--- config.mk ---
export PLATFORM = sky130hd
export DESIGN_NAME = meter_frame_receiver
export DESIGN_NICKNAME = d
export VERILOG_FILES = /design/src/rtl/mfr_pkg.sv /design/src/rtl/meter_frame_receiver.sv
export SDC_FILE = /design/constraint.sdc
export NUM_CORES = 1
export LEC_CHECK = 0
export BUFFER_PORTS_ARGS = -buffer_cell sky130_fd_sc_hd__buf_2
export CAP_MARGIN = 20
export CORE_MARGIN = 2
export CORE_UTILIZATION = 30
export CTS_CLUSTER_DIAMETER = 30
export DETAILED_ROUTE_END_ITERATION = 10
export PLACE_DENSITY = 0.44
export SLEW_MARGIN = 40
export SYNTH_ARGS = -nofsm -noshare
export SYNTH_HDL_FRONTEND = slang
export SYNTH_SLANG_ARGS = --single-unit
--- constraint.sdc ---
create_clock -name clk -period 9 [get_ports clk]
set_input_delay 0.9 -clock clk [delete_from_list [all_inputs] [get_ports clk]]
set_output_delay 0.9 -clock clk [all_outputs]
set_load 0.03 [all_outputs]
--- src/rtl/mfr_pkg.sv ---
package mfr_pkg;

	localparam logic [7:0] START_BYTE  = 8'h68;
	localparam logic [7:0] DATA_OFFSET = 8'h33;
	localparam logic [7:0] END_BYTE    = 8'h16;

	localparam logic [47:0] ADDR_BROADCAST = 48'h9999_9999_9999;
	localparam logic [47:0] ADDR_WILDCARD  = 48'hAAAA_AAAA_AAAA;
	localparam logic [47:0] ADDR_RESET     = 48'h0000_0000_0001;

	localparam int unsigned ADDR_BYTES = 6;

	// frame phases
	localparam logic [2:0] PH_HUNT   = 3'd0;
	localparam logic [2:0] PH_ADDR   = 3'd1;
	localparam logic [2:0] PH_START2 = 3'd2;
	localparam logic [2:0] PH_CTRL   = 3'd3;
	localparam logic [2:0] PH_LEN    = 3'd4;
	localparam logic [2:0] PH_DATA   = 3'd5;
	localparam logic [2:0] PH_SUM    = 3'd6;
	localparam logic [2:0] PH_END    = 3'd7;

	// result kinds
	localparam logic [1:0] KIND_DATA   = 2'd0;
	localparam logic [1:0] KIND_ACCEPT = 2'd1;
	localparam logic [1:0] KIND_REJECT = 2'd2;

	// reject causes
	localparam logic [1:0] CAUSE_NONE     = 2'd0;
	localparam logic [1:0] CAUSE_CHECKSUM = 2'd1;
	localparam logic [1:0] CAUSE_END      = 2'd2;
	localparam logic [1:0] CAUSE_START2   = 2'd3;

	typedef struct packed {
		logic [1:0] kind;
		logic [7:0] value;
		logic [7:0] index;
		logic [7:0] ctrl;
		logic [7:0] length;
		logic       own_match;
		logic       bcast_match;
		logic       wild_match;
		logic [1:0] cause;
	} res_t;

endpackage

--- src/rtl/meter_frame_receiver.sv ---
// result path: a byte is registered in the input register on acceptance, and its
//   result, if any, is shown from the result register (via the skid entry if held)
// throughput: one byte per cycle while in_stall is low; a two-entry result buffer
//   keeps the input open while a finished result waits to be taken
// reset: arst_n clears the parser to hunting and sets own_address to 1
module meter_frame_receiver
	import mfr_pkg::*;
(
	input  logic        clk,
	input  logic        arst_n,
	input  logic        cfg_write,
	input  logic [47:0] cfg_data,
	input  logic        in_valid,
	output logic        in_stall,
	input  logic [7:0]  rx_byte,
	output logic        out_valid,
	input  logic        out_stall,
	output logic [1:0]  out_kind,
	output logic [7:0]  data_value,
	output logic [7:0]  data_index,
	output logic [7:0]  ctrl_code,
	output logic [7:0]  data_length,
	output logic        own_match,
	output logic        broadcast_match,
	output logic        wildcard_match,
	output logic [1:0]  reject_cause
);

	logic [47:0] own_addr_q;

	logic        valid_s1;
	logic [7:0]  byte_s1;

	logic [2:0]  phase_q, phase_d;
	logic [47:0] addr_q, addr_d;
	logic [7:0]  ctrl_q, ctrl_d;
	logic [7:0]  len_q, len_d;
	logic [7:0]  count_q, count_d;
	logic [7:0]  sum_q, sum_d;

	logic        res_vld;
	res_t        res;

	logic        out_vld_q;
	res_t        out_q;
	logic        skid_vld_q;
	res_t        skid_q;

	logic        adv;
	logic        out_take;
	logic [7:0]  count_inc;
	logic [7:0]  sum_add;

	assign adv       = valid_s1 && !skid_vld_q;
	assign in_stall  = valid_s1 && skid_vld_q;
	assign out_take  = out_vld_q && !out_stall;
	assign count_inc = count_q + 8'd1;
	assign sum_add   = sum_q + byte_s1;

	always_comb begin
		phase_d = phase_q;
		addr_d  = addr_q;
		ctrl_d  = ctrl_q;
		len_d   = len_q;
		count_d = count_q;
		sum_d   = sum_q;
		res_vld = 1'b0;
		res     = '0;
		unique case (phase_q)
			PH_ADDR: begin
				addr_d[{count_q[2:0], 3'b000} +: 8] = byte_s1;
				sum_d   = sum_add;
				count_d = count_inc;
				if (count_inc >= 8'(ADDR_BYTES)) begin
					phase_d = PH_START2;
				end
			end
			PH_START2: begin
				if (byte_s1 != START_BYTE) begin
					res_vld   = 1'b1;
					res.kind  = KIND_REJECT;
					res.cause = CAUSE_START2;
					phase_d   = PH_HUNT;
				end else begin
					sum_d   = sum_add;
					phase_d = PH_CTRL;
				end
			end
			PH_CTRL: begin
				ctrl_d  = byte_s1;
				sum_d   = sum_add;
				phase_d = PH_LEN;
			end
			PH_LEN: begin
				len_d   = byte_s1;
				sum_d   = sum_add;
				count_d = '0;
				phase_d = (byte_s1 == 8'd0) ? PH_SUM : PH_DATA;
			end
			PH_DATA: begin
				res_vld   = 1'b1;
				res.kind  = KIND_DATA;
				res.value = byte_s1 - DATA_OFFSET;
				res.index = count_q;
				sum_d     = sum_add;
				count_d   = count_inc;
				if (count_inc >= len_q) begin
					phase_d = PH_SUM;
				end
			end
			PH_SUM: begin
				if (byte_s1 != sum_q) begin
					res_vld   = 1'b1;
					res.kind  = KIND_REJECT;
					res.cause = CAUSE_CHECKSUM;
					phase_d   = PH_HUNT;
				end else begin
					phase_d = PH_END;
				end
			end
			PH_END: begin
				res_vld = 1'b1;
				phase_d = PH_HUNT;
				if (byte_s1 != END_BYTE) begin
					res.kind  = KIND_REJECT;
					res.cause = CAUSE_END;
				end else begin
					res.kind        = KIND_ACCEPT;
					res.ctrl        = ctrl_q;
					res.length      = len_q;
					res.own_match   = (addr_q == own_addr_q);
					res.bcast_match = (addr_q == ADDR_BROADCAST);
					res.wild_match  = (addr_q == ADDR_WILDCARD);
				end
			end
			default: begin
				phase_d = PH_HUNT;
			end
		endcase
		// a start byte seen while hunting or on a failed beat opens a new frame
		if (byte_s1 == START_BYTE && (phase_q == PH_HUNT
				|| (res_vld && res.kind == KIND_REJECT))) begin
			phase_d = PH_ADDR;
			addr_d  = '0;
			count_d = '0;
			sum_d   = START_BYTE;
		end
	end

	always_ff @(posedge clk or negedge arst_n) begin
		if (!arst_n) begin
			own_addr_q <= ADDR_RESET;
		end else if (cfg_write) begin
			own_addr_q <= cfg_data;
		end
	end

	always_ff @(posedge clk or negedge arst_n) begin
		if (!arst_n) begin
			valid_s1 <= 1'b0;
		end else if (!in_stall) begin
			valid_s1 <= in_valid;
		end
	end

	always_ff @(posedge clk) begin
		if (!in_stall && in_valid) begin
			byte_s1 <= rx_byte;
		end
	end

	always_ff @(posedge clk or negedge arst_n) begin
		if (!arst_n) begin
			phase_q <= PH_HUNT;
			addr_q  <= '0;
			ctrl_q  <= '0;
			len_q   <= '0;
			count_q <= '0;
			sum_q   <= '0;
		end else if (adv) begin
			phase_q <= phase_d;
			addr_q  <= addr_d;
			ctrl_q  <= ctrl_d;
			len_q   <= len_d;
			count_q <= count_d;
			sum_q   <= sum_d;
		end
	end

	// output register with a skid entry behind it
	always_ff @(posedge clk or negedge arst_n) begin
		if (!arst_n) begin
			out_vld_q  <= 1'b0;
			skid_vld_q <= 1'b0;
		end else begin
			if (!out_vld_q || out_take) begin
				out_vld_q  <= skid_vld_q || (adv && res_vld);
				skid_vld_q <= 1'b0;
			end else if (adv && res_vld) begin
				skid_vld_q <= 1'b1;
			end
		end
	end

	always_ff @(posedge clk) begin
		if (!out_vld_q || out_take) begin
			out_q <= skid_vld_q ? skid_q : res;
		end else if (adv && res_vld) begin
			skid_q <= res;
		end
	end

	assign out_valid       = out_vld_q;
	assign out_kind        = out_q.kind;
	assign data_value      = out_q.value;
	assign data_index      = out_q.index;
	assign ctrl_code       = out_q.ctrl;
	assign data_length     = out_q.length;
	assign own_match       = out_q.own_match;
	assign broadcast_match = out_q.bcast_match;
	assign wildcard_match  = out_q.wild_match;
	assign reject_cause    = out_q.cause;

`ifndef SYNTHESIS
	a_skid_needs_out: assert property (@(posedge clk) disable iff (!arst_n)
		skid_vld_q |-> out_vld_q)
		else $error("skid entry held with output register empty");

	a_skid_only_on_stall: assert property (@(posedge clk) disable iff (!arst_n)
		$rose(skid_vld_q) |-> $past(out_vld_q && out_stall))
		else $error("skid entry filled while output was free");

	a_kind_legal: assert property (@(posedge clk) disable iff (!arst_n)
		out_valid |-> (out_kind == KIND_DATA || out_kind == KIND_ACCEPT
			|| out_kind == KIND_REJECT))
		else $error("illegal result kind");

	a_cause_matches_kind: assert property (@(posedge clk) disable iff (!arst_n)
		out_valid |-> ((out_kind == KIND_REJECT) == (reject_cause != CAUSE_NONE)))
		else $error("reject cause inconsistent with result kind");

	a_data_in_frame: assert property (@(posedge clk) disable iff (!arst_n)
		(adv && phase_q == PH_DATA) |-> (count_q < len_q))
		else $error("data beat beyond frame length");
`endif

endmodule

# Word level (Yosys, flattened, before mapping)
# Index checks and enable logic that the tools add are counted.
[word_totals]
ff_bits = 220
in_bits = 61
[classes]
eq_ne = 18
order_cmp = 2
n_addsub = 4
reduce_logical = 30
n_shift = 2
n_mux = 32
bitwise = 1
[ops]
columns = ["operator", "n"]
rows = [
  ["48-bit == test (second input constant)", 2],
  ["48-bit two-way mux", 2],
  ["48-bit bitwise mux", 1],
  ["48-bit == test", 1],
  ["8-bit by 8-bit variable shift with 48-bit output (first input constant)", 1],
  ["8-bit by 8-bit variable part select with 48-bit output", 1],
  ["39-bit two-way mux", 1],
  ["19-bit two-way mux", 2],
  ["8-bit case mux with 2 select lines", 2],
  ["8-bit two-way mux", 3],
  ["3-bit case mux with 6 select lines", 1],
  ["16-bit two-way mux", 1],
  ["2-bit two-way mux", 7],
  ["3-bit == test (second input constant)", 4],
  ["3-bit two-way mux", 4],
  ["2-bit case mux with 3 select lines", 2],
  ["2-bit AND reduction", 5],
  ["3-bit inequality test (second input constant)", 3],
  ["8-bit by 1-bit adder with 8-bit output (second input constant)", 1],
  ["8-bit adder", 1],
  ["8-bit by 7-bit == test with 1-bit output (second input constant)", 1],
  ["8-bit by 3-bit greater-or-equal comparator with 1-bit output (second input constant)", 1],
  ["8-bit greater-or-equal comparator", 1],
  ["8-bit zero test", 1],
  ["other kinds (20)", 40],
]

# Longest topological paths before layout
[depth]
word_depth = 9
mapped_depth = 10
depth_no_buf = 10

# Least setup slack after synthesis
# Ideal clock, no wire load.
[synth_path]
kind = "input -> register"
from = "input port out_stall"
to = "register skid_q[0] (netlist name) (enable)"
required_time_ns = 8.508
setup_time_ns = 0.492
arrival_ns = 4.772
path_buffers = 0
slack_ns = 3.736
stages = 2
path_cell_list = "nand2_1 nor3b_1"
[synth_between]
elab_chain_len = 5
[synth_rtl]
columns = ["element", "line", "text"]
rows = [
  ["from (decl)", "meter_frame_receiver.sv:17", "input logic out_stall,"],
  ["1-bit zero test", "meter_frame_receiver.sv:56", "assign out_take = out_vld_q && !out_stall;"],
  ["1-bit logical AND", "meter_frame_receiver.sv:56", ""],
  ["1-bit logical OR", "meter_frame_receiver.sv:206", "if (!out_vld_q || out_take) begin"],
  ["1-bit NOT (no source line)", "n/a", ""],
  ["2-bit AND reduction (no source line)", "n/a", ""],
  ["to (signal assigned)", "meter_frame_receiver.sv:209", "skid_q <= res;"],
  ["to (decl)", "meter_frame_receiver.sv:47", "res_t skid_q;"],
]
# Every way passes these cells.
# A chain may end at the register's enable or synchronous reset.

==> metrics <==
Placeable Area=33600 um^2; worst r2r dst=broadcast_match$_DFFE_PN_; DIE WIDTH=189 um; # clock sinks=220; synth top area cells=dfrtp_1, edfxtp_1, mux2_2, a22o_1, xor2_1; synthesized area per cell=12.7 um^2; register area share after synthesis=57.8%; routability cong.=0.819; final-report hold violation count=0; Final Non-Filler Cells=1443; internal power=3.38 mW; Placed Area=11300 um^2; Starting Density=30.6%; Antenna Cells=0; RSZ-0062 raised after global routing=no; HP Class=input port to asynchronous set/reset pin; top routing layer used=met4; row cnt=67; Final min period=3400 ps; CP Max Fanout=18; H-tree Lvls=2; crit path to=broadcast_match$_DFFE_PN_; critical path required time=9440 ps; Async SR Flop Fraction=60.9%; CTS tree=yes; skew final=47.3 ps; vias=7048; drt total wl=27.1 mm; largest net degree at the start of global routing=72; commonest cells in the netlist=dfrtp_1, edfxtp_1, mux2_2; Post-Place Setup Slack=5450 ps; 1st-pass router iterations=6; clock power share=49.6%; Post-DP HPWL=18.5 mm; Post-Route Setup TNS=0 ps; nets=1028; WL/cell=18.8 um; worst-margin pin slew=844 ps; layout cells sized above 1=32.0%; Post-synth EDFFs=86; status=finished clean; Finish-stage setup viols=0; Mapped Nets=895; initial antenna violation count=0; latest clock arrival within the worst-skew pair=570 ps; Cells after Synth=811; fin crit share=37.8%; Yosys reg bits=220; routed vias/inst=4.88; type of origin of the critical path=register; Final Total Pwr=4.73 mW; VDD IR-drop max=157 uV; final instance area=13600 um^2; Worst path slowest cell=edfxtp_1; met3 WL post-DR=1.31 mm; slowest cell delay on critical path=720 ps; hold_buf cts=0; synth warn=0; max-cap violations=0; Worst R2R Setup Slack=5600 ps; vias in the first global route=7033; Final WS setup=5600 ps; most common flop cell mapped by yosys=dfrtp_1; Crit Reg-Reg Startpoint=byte_s1[0]$_DFFE_PP_; CP arrival=3840 ps; combinational power share=19.1%; Die H=189 um; starting DRC count in detailed routing=432; top-count cell post-synth=dfrtp_1; worst reg2reg path depth=9; io pins=102; Area Growth Syn to Fin=32.0%; die area=35800 um^2; CTS Buf Count=59; residual DRC count=0; worst path cell trace=inv_1 -> ha_1 -> nand4b_1 -> nor4_1 -> buf_4 -> nand2_1 -> or3_1 -> nor3_2 -> mux2_2; cell family with most CP delay=simple AND/OR/NAND/NOR gates; Routed Antenna Nets=0; Reg power frac=31.3%; DRT met1 WL=13.8 mm; IO buf count=101; Fmax=294 MHz; post_cts resized=0; worst setup path class=register to register; Setup crit end kind=register; Leak=5.85 nW; stages on the worst setup path=9; clock buffer depth=3; first-pass GRT wire length=42.1 mm; Slew Viols, Final=0; Setup Buffers After CTS=0; WP buf/inv=2; cell accounting for the most synthesized area=dfrtp_1; share of the synthesized area in the top cell type=32.4%; switching pwr=1.35 mW; Worst-path clk slew=40 ps; PwrDens=349 nW/um^2; Sw Ratio=28.6%; placed insts=1330; Post-Synthesis Cell Area=10300 um^2; GRT Residual Overflow=0; relative slew slack=43.7%; Fin Hold WS=333 ps; clock root buffer=clkbuf_16; post-layout util=40.4%; GRT Overall Usage=15.3%; DR WL met2=11.4 mm; critical path launch point=byte_s1[0]$_DFFE_PP_; post-synthesis cell type count=64
[flip-flops by register name, indices dropped and copies added, names as in the netlist, 3 cells and up]
name	cells
data_value	8
data_length	8
byte_s1	8
data_index	8
skid_q	39
sum_q	8
len_q	8
own_addr_q	48
ctrl_code	8
ctrl_q	8
phase_q	3
count_q	8
addr_q	48
[layout make-up]
type | count | area [um^2]
well taps | 448 | 561
fillers | 3216 | 20100
flip-flops and latches | 220 | 5940
inverters | 19 | 71.3
clock buffers | 73 | 1630
repair buffers | 110 | 601
multi-input cells | 534 | 4140
clock inverters | 39 | 626
[cell families after synthesis]
| family | synth area share [%] |
|---|---|
| simple gates | 12.0 |
| flops | 57.8 |
| compound gates | 10.5 |
| mux | 8.95 |
| xor+xnor | 5.61 |
| buf+inv | 2.28 |
| fa+ha+maj | 2.87 |
[routing by layer]
metal	global-route usage [%]	vias up
li1	-	3303
met1	23.1	3502
met2	21.9	196
met3	2.93	47
met4	4.69	0
met5	0	-
[power by group through the flow]
stage,clock (mW),sequential [mW],combinational [mW]
after global routing,2.44,1.51,0.997
after global placement,0,1.50,0.901
after CTS,2.39,1.48,0.909
final,2.35,1.48,0.904
after floorplan,0,1.50,0.601
after detailed placement,0,1.50,0.904
[worst min-delay path by stage]
| stage | slack [ps] | end | from | cells after the start |
|---|---|---|---|---|
| floorplan | 470 | ctrl_q[0]$_DFFE_PN0P_ | ctrl_q[0]$_DFFE_PN0P_ | 1 |
| global placement | 490 | ctrl_q[2]$_DFFE_PN0P_ | ctrl_q[2]$_DFFE_PN0P_ | 1 |
| detailed placement | 490 | ctrl_q[7]$_DFFE_PN0P_ | ctrl_q[7]$_DFFE_PN0P_ | 1 |
| CTS | 360 | addr_q[37]$_DFFE_PN0P_ | arst_n | 1 |
| global route | 380 | own_addr_q[47]$_DFFE_PN0P_ | arst_n | 1 |
| finish | 330 | own_addr_q[47]$_DFFE_PN0P_ | arst_n | 1 |
[placed cells by master (no fill, tap or decap), types with 17 or more instances in the layout]
master	synthesis	layout
xor2_1	42	42
dfrtp_1	133	132
buf_2	4	99
xnor2_1	22	22
nor2_1	52	52
nand2_1	54	53
ha_1	22	22
a22o_1	52	52
clkbuf_16	0	60
mux2_2	71	71
edfxtp_1	86	86
and3_1	17	17
inv_1	19	19
o21ai_0	23	23
[worst reg2reg max path: stages, from the launching register on]
cell and delay, ps:
edfxtp_1 720, inv_1 250, ha_1 170, nand4b_1 130, nor4_1 220, buf_4 240
nand2_1 490, or3_1 590, nor3_2 290, mux2_2 210
No activity file was read; power rests on OpenSTA's default activity.
